==> src/rtl/core/deq_pkg.sv <==
// ----------------------------------------------------------------------------
// deq_pkg: shared definitions for the double-ended queue
// Sizes, request and status codes, and the structs passed between modules.
// ----------------------------------------------------------------------------
package deq_pkg;

	localparam int DEPTH   = 8;
	localparam int IDX_W   = (DEPTH > 1) ? $clog2(DEPTH) : 1;
	localparam int FILL_W  = $clog2(DEPTH + 1);
	localparam int DATA_W  = 32;
	localparam int COUNT_W = 4;
	localparam int REQ_W   = 2;
	localparam int STAT_W  = 2;

	localparam logic [REQ_W-1:0] REQ_PUSH_BACK  = 2'd0;
	localparam logic [REQ_W-1:0] REQ_PUSH_FRONT = 2'd1;
	localparam logic [REQ_W-1:0] REQ_POP_BACK   = 2'd2;
	localparam logic [REQ_W-1:0] REQ_POP_FRONT  = 2'd3;

	localparam logic [STAT_W-1:0] ST_DONE      = 2'd0;
	localparam logic [STAT_W-1:0] ST_OVERFLOW  = 2'd1;
	localparam logic [STAT_W-1:0] ST_UNDERFLOW = 2'd2;

	// One access to the slot memory.
	typedef struct packed {
		logic             we;
		logic             re;
		logic [IDX_W-1:0] addr;
	} deq_access_t;

	// Everything about a result beat except the popped word.
	typedef struct packed {
		logic               pop_ok;
		logic [STAT_W-1:0]  status;
		logic [COUNT_W-1:0] count;
		logic               is_empty;
		logic               is_full;
	} deq_meta_t;

	// Modular add of a slot index and an offset below DEPTH.
	function automatic logic [IDX_W-1:0] wrap_add(input logic [IDX_W:0] a,
		input logic [IDX_W:0] b);
		logic [IDX_W+1:0] s;
		s = {1'b0, a} + {1'b0, b};
		if (s >= (IDX_W+2)'(DEPTH)) begin
			s = s - (IDX_W+2)'(DEPTH);
		end
		return s[IDX_W-1:0];
	endfunction

endpackage

==> src/rtl/core/deq_store.sv <==
// ----------------------------------------------------------------------------
// deq_store: slot memory of the double-ended queue
// One port, one access per cycle, registered read data that holds when idle.
// ----------------------------------------------------------------------------
module deq_store
	import deq_pkg::*;
(
	input  logic              clk,
	input  deq_access_t       acc,
	input  logic [DATA_W-1:0] wdata,
	output logic [DATA_W-1:0] rdata
);

	logic [DATA_W-1:0] mem [DEPTH];
	logic [DATA_W-1:0] rdata_q;

	always_ff @(posedge clk) begin
		if (acc.we) begin
			mem[acc.addr] <= wdata;
		end
	end

	always_ff @(posedge clk) begin
		if (acc.re) begin
			rdata_q <= mem[acc.addr];
		end
	end

	assign rdata = rdata_q;

endmodule

==> src/rtl/core/deq_ctrl.sv <==
// ----------------------------------------------------------------------------
// deq_ctrl: head and fill bookkeeping of the double-ended queue
// Decodes a request, picks the slot to touch and updates head and count.
// ----------------------------------------------------------------------------
module deq_ctrl
	import deq_pkg::*;
(
	input  logic             clk,
	input  logic             arst_n,
	input  logic             take,
	input  logic [REQ_W-1:0] req_type,
	output deq_access_t      acc,
	output deq_meta_t        meta
);

	logic [IDX_W-1:0]  head_q;
	logic [FILL_W-1:0] fill_q;
	logic [IDX_W-1:0]  head_d;
	logic [FILL_W-1:0] fill_d;
	logic              is_push;
	logic              full_now;
	logic              empty_now;
	logic              ok;

	assign is_push   = (req_type == REQ_PUSH_BACK) || (req_type == REQ_PUSH_FRONT);
	assign full_now  = (fill_q == FILL_W'(DEPTH));
	assign empty_now = (fill_q == '0);
	assign ok        = is_push ? !full_now : !empty_now;

	always_comb begin
		head_d   = head_q;
		fill_d   = fill_q;
		acc.we   = 1'b0;
		acc.re   = 1'b0;
		acc.addr = head_q;
		case (req_type)
			REQ_PUSH_BACK: begin
				acc.addr = wrap_add((IDX_W+1)'(head_q), (IDX_W+1)'(fill_q));
				acc.we   = take && ok;
				fill_d   = fill_q + FILL_W'(1);
			end
			REQ_PUSH_FRONT: begin
				acc.addr = wrap_add((IDX_W+1)'(head_q), (IDX_W+1)'(DEPTH - 1));
				acc.we   = take && ok;
				head_d   = acc.addr;
				fill_d   = fill_q + FILL_W'(1);
			end
			REQ_POP_BACK: begin
				acc.addr = wrap_add((IDX_W+1)'(head_q),
					(IDX_W+1)'(fill_q - FILL_W'(1)));
				acc.re   = take && ok;
				fill_d   = fill_q - FILL_W'(1);
			end
			REQ_POP_FRONT: begin
				acc.addr = head_q;
				acc.re   = take && ok;
				head_d   = wrap_add((IDX_W+1)'(head_q), (IDX_W+1)'(1));
				fill_d   = fill_q - FILL_W'(1);
			end
			default: begin
				acc.addr = head_q;
			end
		endcase
		if (!ok) begin
			head_d = head_q;
			fill_d = fill_q;
		end
	end

	always_ff @(posedge clk or negedge arst_n) begin
		if (!arst_n) begin
			head_q <= '0;
			fill_q <= '0;
		end else if (take) begin
			head_q <= head_d;
			fill_q <= fill_d;
		end
	end

	always_comb begin
		meta.pop_ok   = ok && !is_push;
		meta.status   = ok ? ST_DONE : (is_push ? ST_OVERFLOW : ST_UNDERFLOW);
		meta.count    = COUNT_W'(fill_d);
		meta.is_empty = (fill_d == '0);
		meta.is_full  = (fill_d == FILL_W'(DEPTH));
	end

endmodule

==> src/rtl/core/double_ended_queue_unit.sv <==
// ----------------------------------------------------------------------------
// double_ended_queue_unit: bounded double-ended queue of signed words
// Circular buffer with push and pop at both ends, one result beat per request.
// ----------------------------------------------------------------------------
// The queue keeps up to DEPTH signed 32-bit words in a single-port slot memory
// described by a head index and a fill count. Each input beat is a request:
// push back, push front, pop back or pop front. Each request yields exactly
// one result beat carrying the popped word (zero unless a pop succeeded), a
// status (done, overflow on a push into a full queue, underflow on a pop from
// an empty queue), the count after the request, and empty and full flags.
// A failed request changes nothing. The block takes one request per clock
// cycle when the output side keeps up; an accepted request passes through the
// memory read, then the output register. Head and count are updated at the
// accept edge, so the next request sees them at once, and since each request
// makes at most one memory access there is never a read and a write in the
// same cycle. When the output register is held, the read stage holds too, and
// input ready drops once the read stage holds a request.
// ----------------------------------------------------------------------------
module double_ended_queue_unit
	import deq_pkg::*;
(
	input  logic                     clk,
	input  logic                     arst_n,
	input  logic                     in_valid,
	output logic                     in_ready,
	input  logic [REQ_W-1:0]         req_type,
	input  logic signed [DATA_W-1:0] push_value,
	output logic                     out_valid,
	input  logic                     out_ready,
	output logic signed [DATA_W-1:0] pop_value,
	output logic [STAT_W-1:0]        status,
	output logic [COUNT_W-1:0]       count,
	output logic                     is_empty,
	output logic                     is_full
);

	deq_access_t       acc;
	deq_meta_t         meta;
	logic [DATA_W-1:0] rdata;
	logic              take;
	logic              advance;

	// Read stage: the request whose memory read is in flight.
	logic              v_s1;
	deq_meta_t         meta_s1;

	// Output register.
	logic              out_v_q;
	deq_meta_t         out_meta_q;
	logic [DATA_W-1:0] out_data_q;

	// The read stage moves on when the output register is free or drained.
	assign advance  = !out_v_q || out_ready;
	assign in_ready = !v_s1 || advance;
	assign take     = in_valid && in_ready;

	deq_ctrl u_ctrl (
		.clk      (clk),
		.arst_n   (arst_n),
		.take     (take),
		.req_type (req_type),
		.acc      (acc),
		.meta     (meta)
	);

	// The memory read register only loads on an accepted pop, so it holds
	// its word while the read stage is stalled.
	deq_store u_store (
		.clk   (clk),
		.acc   (acc),
		.wdata (push_value),
		.rdata (rdata)
	);

	always_ff @(posedge clk or negedge arst_n) begin
		if (!arst_n) begin
			v_s1 <= 1'b0;
		end else if (in_ready) begin
			v_s1 <= in_valid;
		end
	end

	always_ff @(posedge clk) begin
		if (take) begin
			meta_s1 <= meta;
		end
	end

	always_ff @(posedge clk or negedge arst_n) begin
		if (!arst_n) begin
			out_v_q <= 1'b0;
		end else if (advance) begin
			out_v_q <= v_s1;
		end
	end

	always_ff @(posedge clk) begin
		if (advance && v_s1) begin
			out_meta_q <= meta_s1;
			out_data_q <= meta_s1.pop_ok ? rdata : '0;
		end
	end

	assign out_valid = out_v_q;
	assign pop_value = out_data_q;
	assign status    = out_meta_q.status;
	assign count     = out_meta_q.count;
	assign is_empty  = out_meta_q.is_empty;
	assign is_full   = out_meta_q.is_full;

endmodule

==> config.mk <==
export PLATFORM = sky130hd
export DESIGN_NAME = double_ended_queue_unit
export DESIGN_NICKNAME = d
export VERILOG_FILES = /design/src/rtl/core/deq_pkg.sv /design/src/rtl/core/deq_store.sv /design/src/rtl/core/deq_ctrl.sv /design/src/rtl/core/double_ended_queue_unit.sv
export SDC_FILE = /design/constraint.sdc
export NUM_CORES = 1
export LEC_CHECK = 0
export BUFFER_PORTS_ARGS = -buffer_cell sky130_fd_sc_hd__buf_2
export CAP_MARGIN = 20
export CORE_ASPECT_RATIO = 1.75
export CORE_MARGIN = 2
export CORE_UTILIZATION = 61
export DETAILED_ROUTE_END_ITERATION = 6
export GPL_TIMING_DRIVEN = 0
export PLACE_DENSITY = 0.8
export SYNTH_ARGS = -nofsm -noshare
export SYNTH_HDL_FRONTEND = slang
export SYNTH_SLANG_ARGS = --single-unit
==> constraint.sdc <==
create_clock -name clk -period 6.12 [get_ports clk]
set_input_delay 0 -clock clk [delete_from_list [all_inputs] [get_ports clk]]
set_output_delay 0 -clock clk [all_outputs]
set_load 0.005 [all_outputs]
==> results of run 1 <==
## cells in the mapped netlist (3+ instances only)
library cell / number
a211oi_1: 28
a21oi_1: 17
a22oi_1: 14
a311oi_1: 13
a31o_1: 6
a31oi_1: 15
and2_1: 42
and4_1: 13
buf_1: 4
buf_2: 28
buf_4: 3
clkbuf_1: 32
dfrtp_1: 9
edfxtp_1: 337
ha_1: 5
inv_1: 5
mux2_2: 15
mux2i_1: 41
mux4_1: 5
nand2_1: 123
nand2b_1: 6
nand3_1: 43
nand3b_1: 3
nand4_1: 49
nor2_1: 6
nor2b_1: 34
nor3_1: 12
o2111ai_1: 14
o21ai_0: 29
xnor2_1: 7
## per-stage QoR
| step | setup WS (ps) | hold WS (ps) | power, µW |
|---|---|---|---|
| floorplan | 863 | -296 | 5350 |
| global placement | -2160 | -131 | 6300 |
| detailed placement | 1040 | -130 | 6430 |
| CTS | 1370 | 229 | 8370 |
| global route | 1120 | 251 | 8760 |
| finish | 1270 | 246 | 8430 |
## routing by layer
metal	vias up	wire length (µm)	track usage [%]
li1	4174	-	-
met1	4625	12200	33.5
met2	618	18600	50.1
met3	131	2850	3.76
met4	0	1580	14.3
met5	-	0	0
## area by class of cell
| cell class | count | area share [%] |
|---|---|---|
| flip-flops and latches | 346 | 61.0 |
| multi-input cells | 564 | 22.3 |
| repair buffers | 143 | 6.32 |
| clock buffers | 32 | 4.34 |
| well taps | 304 | 2.24 |
| plain buffers | 72 | 2.23 |
| clock inverters | 21 | 1.45 |
| inverters | 6 | 0.133 |
## logic make-up (layout without fill, tap and decap cells)
kind of cell,after synthesis,after routing,synth area share [%]
compound gates,146,146,7.11
xor+xnor,9,9,0.596
fa+ha+maj,6,6,0.570
buf+inv,78,274,2.77
flops,346,346,71.4
mux,63,63,5.22
simple gates,340,340,12.3
## state kept, by name, summed over array words and instances (netlist names)
name	cells
u_ctrl.fill_q	4
v_s1	1
is_full	1
u_store.mem	256
u_store.rdata	32
out_valid	1
pop_value	32
status	2
count	4
u_ctrl.head_q	3
meta_s1	9
is_empty	1
## final timing paths
| path | endpoint | slack, ps | cells after the start | from |
|---|---|---|---|---|
| max in group asynchronous | out_valid | 5350 | 3 | arst_n |
| min in group asynchronous | u_ctrl.head_q[2] | 450 | 3 | arst_n |
| worst min-delay path | u_store.mem[1][23] | 250 | 2 | push_value[23] |
| worst max-delay path | u_store.mem[0][25] | 1270 | 12 | u_ctrl.fill_q[0] |
| worst min register to register | count[3] | 420 | 0 | meta_s1[5] |
| worst max register to register | u_store.mem[0][25] | 1270 | 12 | u_ctrl.fill_q[0] |
## worst reg2reg max path: cells and delay by family, from the launching register on
| family | cells | cell delay (ps) |
|---|---|---|
| buffers and inverters | 6 | 1480 |
| AND/OR/NAND/NOR | 2 | 1320 |
| adder cells (fa/ha/maj) | 2 | 840 |
| flip-flops | 1 | 490 |
| AO/OA/AOI/OAI | 2 | 420 |
## report_power, final
group	switching [µW]	internal, µW	leakage, µW
clock network	828	1080	0.000466
registers	107	3020	0.00319
logic	2180	1200	0.00223
## repair_timing
item | in CTS | in global routing
setup endpoints to repair | 0 | 0
hold buffers | 38 | 0
setup buffers | 0 | 0
hold endpoints to repair | 270 | 0
==> metrics.yaml, run 1 <==
placed_area_um2: 15600
cts_buffers: 29
nets: 1206
cellPowerDensity_nw_per_um2: 497
yosys_warnings: 0
multi_input_area_um2: 3780
cap_violations: 0
core_area_um2: 23300
setup_tns_ps: 0
fmax_ghz: 0.206
h-tree-depth: 1
cpPeakStageDelay_ps: 770
cp_max_fo: 10
routedWlPerCell_um: 23.7
period_share_pct: 79.3
port_buffers: 78
final_cell_mix: "edfxtp_1, nand2_1, buf_2, nand4_1, nand3_1"
critPathBufInv: 6
slew_violations: 0
max-clock-path-buffers: 3
synthesis.nets: 1032
viasPerCell: 6.42
num_io_pins: 80
hold_viol: 0
crit_type: "flop to flop"
final_cell_count_no_fill: 1488
peakVddDrop_v: 0.000325
outcome: "completed"
seq_area_um2: 10300
floorplan.initialDensity_pct: 62.1
drc_errors: 0
setup_viol: 0
synthTopCellsByArea: "edfxtp_1, nand2_1, mux2i_1"
die_h_um: 208
overflow: 0
dp_hpwl_mm: 23.3
drtPass1Iterations: 5
detail-route-antenna-nets: 0
synth_area_um2: 14500
cpMostUsedCell: "buf_4"
post-route-util_pct: 72.7
relSlewSlack_pct: 32.3
ys_ff_latch: 346
critPathTopFamily: "buffers and inverters"
die_w_um: 121
row_count: 74
final_common_cell: "edfxtp_1"
clock-sinks: 346
drt_wl_total_mm: 35.3
hp-class: "primary input to flop"
post_synth.cell_area_avg_um2: 14.7
startpoint_type: "flop"
dieArea_um2: 25000
synthArstFlopShare_pct: 2.60
cellLeakagePower_uw: 0.00589
grt_antenna_before_repair: 0
yosysTopAreaCell: "edfxtp_1"
cts-root-buf: "clkbuf_16"
path_clk_slew_ps: 70
synth_top_area_share_pct: 69.8
synthCells: 988
yosysSeqAreaShare_pct: 71.4
track_usage_pct: 28.3
grt_max_degree: 33
finalWeightedCongestion: 0.891
slowest_stage: "nor3_2"
area_delta_synth_final_pct: 17.1
cp.arrival_ps: 5120
placed_cells: 1397
dr.first_iter.drc_count: 865
crit_required_ps: 6380
grt_pass1_vias: 9593
fin_skew_ps: 10.3
crit_chain: "inv_1 -> ha_1 -> o21ai_0 -> fa_1 -> clkbuf_1 -> nor2_1 -> a31oi_4 -> buf_4 -> buf_2 -> nor3_2 -> buf_4 -> buf_6"
cts_tree: "built"
final_area_um2: 17000
ys_types: 53
num_antenna_cells: 0
drive_above_1_share_pct: 18.6
cts_resized: 0
synth_edf_count: 337
fillCellCount: 1481
tightest_slew_ps: 1020
clock_latency_ps: 560
grt_pass1_wl_mm: 53.5
rsz0062_at_grt: "no"
ys.flop_type: "edfxtp_1"
cp-end-kind: "flop"
routed-via-count: 9548
finalCriticalPeriod_ps: 4850
No activity file was read; power rests on OpenSTA's default activity.
==> inputs of run 2 (changes only) <==
- CORE_UTILIZATION: 61 -> 55
- PLACE_DENSITY: 0.8 -> 0.76
- clock period: 6.12 -> 3.9 ns (I/O delays scaled with it)
==> run 2 against run 1 <==
Against the previous run: worst setup slack lost 1100 ps; power grew 63%; global-route usage shrank 1.3 points; register-to-register slack got worse by 1100 ps; via count increased by 1.4%; sequential power up 57%; critical path type unchanged; critical endpoint is now u_store.rdata[12]; largest power group unchanged; highest routed layer unchanged.
==> metrics.yaml, run 2 (synthesis gave the netlist of run 1 again) <==
core_area_um2: 26000
nets: 1218
final_cell_mix: "edfxtp_1, nand2_1, buf_2, nand4_1, nand3_1"
cts-root-buf: "clkbuf_16"
critPathBufInv: 3
dr.first_iter.drc_count: 922
crit_chain: "inv_1 -> ha_1 -> o21ai_0 -> fa_1 -> nor2_2 -> a31oi_4 -> buf_12 -> clkbuf_1 -> nand4_1 -> and4_1"
grt_pass1_vias: 9925
largest_register_ffs: 256
cts_tree: "built"
hold_start: "req_type[1]"
wirelength_met1_mm: 12.5
cellLeakagePower_uw: 0.00612
crit_type: "flop to flop"
die_h_um: 219
area_delta_synth_final_pct: 20.6
cts_buffers: 30
final_common_cell: "edfxtp_1"
hp-class: "primary input to flop"
hold_viol: 0
row_count: 78
slowest_stage: "fa_1"
setup_viol: 0
num_io_pins: 80
relSlewSlack_pct: 48.1
cp_max_fo: 10
rsz0062_at_grt: "no"
path_clk_slew_ps: 70
die_w_um: 127
peakVddDrop_v: 0.000425
largest_register: "u_store.mem"
clock-sinks: 346
whs_ps: 95.9
final_cell_count_no_fill: 1517
drt_wl_total_mm: 37.3
placed_cells: 1404
critPathTopFamily: "adder cells"
overflow: 0
drc_errors: 0
dr_wl_met2_mm: 20.1
period_share_pct: 96.1
dieArea_um2: 27700
dp_hpwl_mm: 23.7
fmax_ghz: 0.267
grt_pass1_wl_mm: 56.4
crit_required_ps: 4210
cp-end-kind: "flop"
met3RoutedLength_mm: 2.86
slew_violations: 0
track_usage_pct: 27.0
highest_layer: "met4"
clock_latency_ps: 570
cp.arrival_ps: 4060
grt_antenna_before_repair: 2
tightest_slew_ps: 779
drive_above_1_share_pct: 19.8
fin_skew_ps: 18.7
routed-via-count: 9683
cellPowerDensity_nw_per_um2: 786
finalCriticalPeriod_ps: 3750
max-clock-path-buffers: 3
detail-route-antenna-nets: 0
outcome: "completed"
cpPeakStageDelay_ps: 730
h-tree-depth: 1
grt_max_degree: 27
crit_start: "u_ctrl.fill_q[0]"
startpoint_type: "flop"
port_buffers: 78
routedWlPerCell_um: 24.6
drtPass1Iterations: 5
finalWeightedCongestion: 0.832
viasPerCell: 6.38
floorplan.initialDensity_pct: 55.8
cap_violations: 0
reg2reg_from: "u_ctrl.fill_q[0]"
fillCellCount: 1710
## run 2: cell types whose count changed in the layout (fill, tap and decap cells not counted), moves of 3 or more
cell        previous run  this run
buf_12                 3        10
buf_16                 0        10
buf_4                  6        20
buf_6                 24         1
buf_8                  2         8
clkbuf_1              35        30
clkinvlp_4             5         2
nor3_2                 8         0
nor3_4                 0         8
## run 2: cell type report
type                            count  area, µm²  area share, %
Clock buffer                       33        783           4.48
Multi-Input combinational cell    564       3840           22.0
Antenna cell                        1       2.50         0.0143
Tap cell                          320        400           2.29
Timing Repair Buffer              156       1420           8.11
Buffer                             70        377           2.16
Clock inverter                     21        282           1.61
Sequential cell                   346      10300           59.2
Inverter                            6       22.5          0.129
## run 2: layer usage
metal	vias up	GRT usage, %
met4	0	13.1
met5	-	0
met1	4742	30.4
li1	4204	-
met3	130	3.40
met2	607	50.4
## run 2: power breakdown
part           internal [µW]  leakage, µW  switching (µW)
combinational           2040      0.00241            3580
sequential              4740      0.00319             173
clock                   1900     0.000517            1290
## run 2: path summary, 6_finish.rpt
path	to	cells past startpoint	slack, ps
hold / removal	meta_s1[3]	4	100
hold reg to reg	status[0]	0	410
max in group asynchronous	u_ctrl.fill_q[0]	3	3150
setup reg to reg	u_store.rdata[12]	10	150
setup / recovery	u_store.rdata[12]	10	150
min in group asynchronous	u_ctrl.head_q[2]	3	450
## run 2: tightest hold or removal path, cell delays in order
cell	delay (ps)
buf_6	100
buf_4	180
xnor2_1	100
o22ai_1	140
## run 2: metrics by stage
step	utilization (%)	area [µm²]	setup TNS, ps	setup slack [ps]	power (µW)
global route	67.3	17500	0	14.5	14200
finish	67.3	17500	0	151	13700
floorplan	-	14500	-87890	-400	8420
detailed placement	60.8	15800	-214580	-1000	10300
global placement	59.0	15300	-589800	-2500	9950
CTS	67.3	17500	0	38.2	13600
## run 2: repair_timing
item                                   4_1_cts  5_1_grt
hold buffers                                38        0
setup endpoints to repair                  265      236
pin swaps                                    9        0
setup buffers                               22        0
endpoints found under the hold margin      271        0
gates resized for setup                      2        7
==> inputs of run 3 (changes only) <==
- PLACE_DENSITY: 0.76 -> 0.74
==> run 3 against run 2 <==
Against the previous run: clock skew shrank 4.3 ps; maximum frequency grew 0.15%; worst setup slack gained 5.4 ps; critical endpoint is now u_store.mem[4][4]; clock-buffer cell count grew 1.
==> metrics.yaml, run 3 (synthesis gave the netlist of run 1 again) <==
final_cell_mix: "edfxtp_1, nand2_1, buf_2, nand4_1, nand3_1"
rsz0062_at_grt: "no"
floorplan.initialDensity_pct: 55.8
cap_violations: 0
cpMostUsedCell: "buf_16"
whs_ps: 234
fmax_ghz: 0.267
num_io_pins: 80
die_w_um: 127
drc_errors: 0
num_antenna_cells: 0
cellPowerDensity_nw_per_um2: 775
fin_skew_ps: 14.4
final_cell_count_no_fill: 1520
port_buffers: 78
cpPeakStageDelay_ps: 610
routed-via-count: 9450
critPathTopFamily: "buffers and inverters"
clock_latency_ps: 570
h-tree-depth: 1
row_count: 78
hp-class: "primary input to flop"
cp-end-kind: "flop"
largest_register: "u_store.mem"
placed_area_um2: 15800
regToRegEndpoint: "u_store.mem[4][4]"
reg2reg_from: "u_ctrl.fill_q[0]"
crit_end: "u_store.mem[4][4]"
cts-root-buf: "clkbuf_16"
largest_register_ffs: 256
cp.arrival_ps: 4020
relSlewSlack_pct: 42.9
grt_antenna_before_repair: 2
finalCriticalPeriod_ps: 3740
clock-sinks: 346
final_area_um2: 17500
slowest_stage: "fa_1"
fillCellCount: 1740
core_area_um2: 26000
outcome: "completed"
critical_path_depth: 11
grt_pass1_wl_mm: 55.2
reg2regPathDepth: 11
final_common_cell: "edfxtp_1"
finalWeightedCongestion: 0.842
cp_max_fo: 14
cts_buffers: 30
crit_chain: "inv_1 -> ha_1 -> o21ai_0 -> fa_1 -> nor2_4 -> a31oi_4 -> buf_4 -> buf_2 -> nor3_4 -> buf_16 -> buf_16"
slew_violations: 0
routedWlPerCell_um: 23.9
detail-route-antenna-nets: 0
placed_cells: 1404
nets: 1220
dieArea_um2: 27700
grt_max_degree: 29
hold_viol: 0
startpoint_type: "flop"
drtPass1Iterations: 5
viasPerCell: 6.22
peakVddDrop_v: 0.000417
p_total_uw: 13600
post-route-util_pct: 67.3
crit_type: "flop to flop"
dp_hpwl_mm: 23.2
critPathBufInv: 5
crit_start: "u_ctrl.fill_q[0]"
cellLeakagePower_uw: 0.00612
grt_pass1_vias: 9820
drive_above_1_share_pct: 20.3
max-clock-path-buffers: 3
tightest_slew_ps: 857
area_delta_synth_final_pct: 20.6
path_clk_slew_ps: 70
cts_tree: "built"
track_usage_pct: 26.5
drt_wl_total_mm: 36.3
dr.first_iter.drc_count: 927
die_h_um: 219
r2r_slack_ps: 160
setup_viol: 0
crit_required_ps: 4180
overflow: 0
period_share_pct: 96.0
-- run 3: cell count changes in the layout (fill, tap and decap cells not counted) --
cell        delta
diode_2        -1
buf_16         +2
clkbuf_4       +1
clkbuf_1       -2
clkinvlp_4     +4
bufinv_16      -3
buf_12         +1
clkbuf_2       +2
nor2_2         -1
buf_8          -2
inv_6          +1
clkinv_2       -1
nor2_4         +1
buf_4          +1
-- run 3: layout make-up --
cell class / count / area, µm² / share of cell area (%)
flip-flops and latches: 346 / 10300 / 59.2
multi-input cells: 564 / 3840 / 22.0
repair buffers: 159 / 1480 / 8.45
clock buffers: 34 / 787 / 4.50
well taps: 320 / 400 / 2.29
plain buffers: 69 / 375 / 2.15
clock inverters: 22 / 225 / 1.29
inverters: 6 / 22.5 / 0.129
-- run 3: report_power, final --
group	internal, µW	total (µW)	switching, µW	leakage [µW]
logic	2050	5610	3560	0.00245
registers	4740	4900	156	0.00319
clock network	1720	3040	1320	0.000477
total	8520	13600	5040	0.00612
-- run 3: stage by stage --
step	worst slack (ps)	setup TNS [ps]
2_1_floorplan	-400	-87890
3_3_place_gp	-2600	-609720
3_5_place_dp	-916	-213470
4_1_cts	24.6	0
5_1_grt	13.6	0
6_report	156	0
-- run 3: worst min path at each step --
| stage | to | start | cells after the start |
|---|---|---|---|
| finish | u_store.mem[5][4] | push_value[4] | 2 |
| global route | u_store.mem[2][12] | push_value[12] | 2 |
| floorplan | out_valid | arst_n | 0 |
| global placement | out_valid | arst_n | 1 |
| detailed placement | v_s1 | arst_n | 1 |
| CTS | u_store.mem[4][4] | push_value[4] | 2 |
-- run 3: metal layers --
metal | vias to the layer above | track usage [%] | share of wire (%)
met3 | 130 | 3.79 | 7.7
li1 | 4208 | - | -
met1 | 4606 | 29.7 | 34
met5 | - | 0 | 0.019
met2 | 504 | 48.9 | 54
met4 | 2 | 13.6 | 5.1
-- run 3: worst register-to-register path, cell delays in order, from the launching register on --
cell     delay [ps]
dfrtp_1         480
inv_1           160
ha_1            400
o21ai_0         240
fa_1            610
nor2_4          270
a31oi_4          90
buf_4           240
buf_2           260
nor3_4          320
buf_16          200
buf_16          180
-- run 3: what timing repair did --
item                                    CTS  global route
endpoints found under the setup margin  265           263
endpoints found under the hold margin   271             0
hold buffers                             38             0
gates resized for setup                   2            11
setup buffers                            25             0
pin swaps                                 9             0
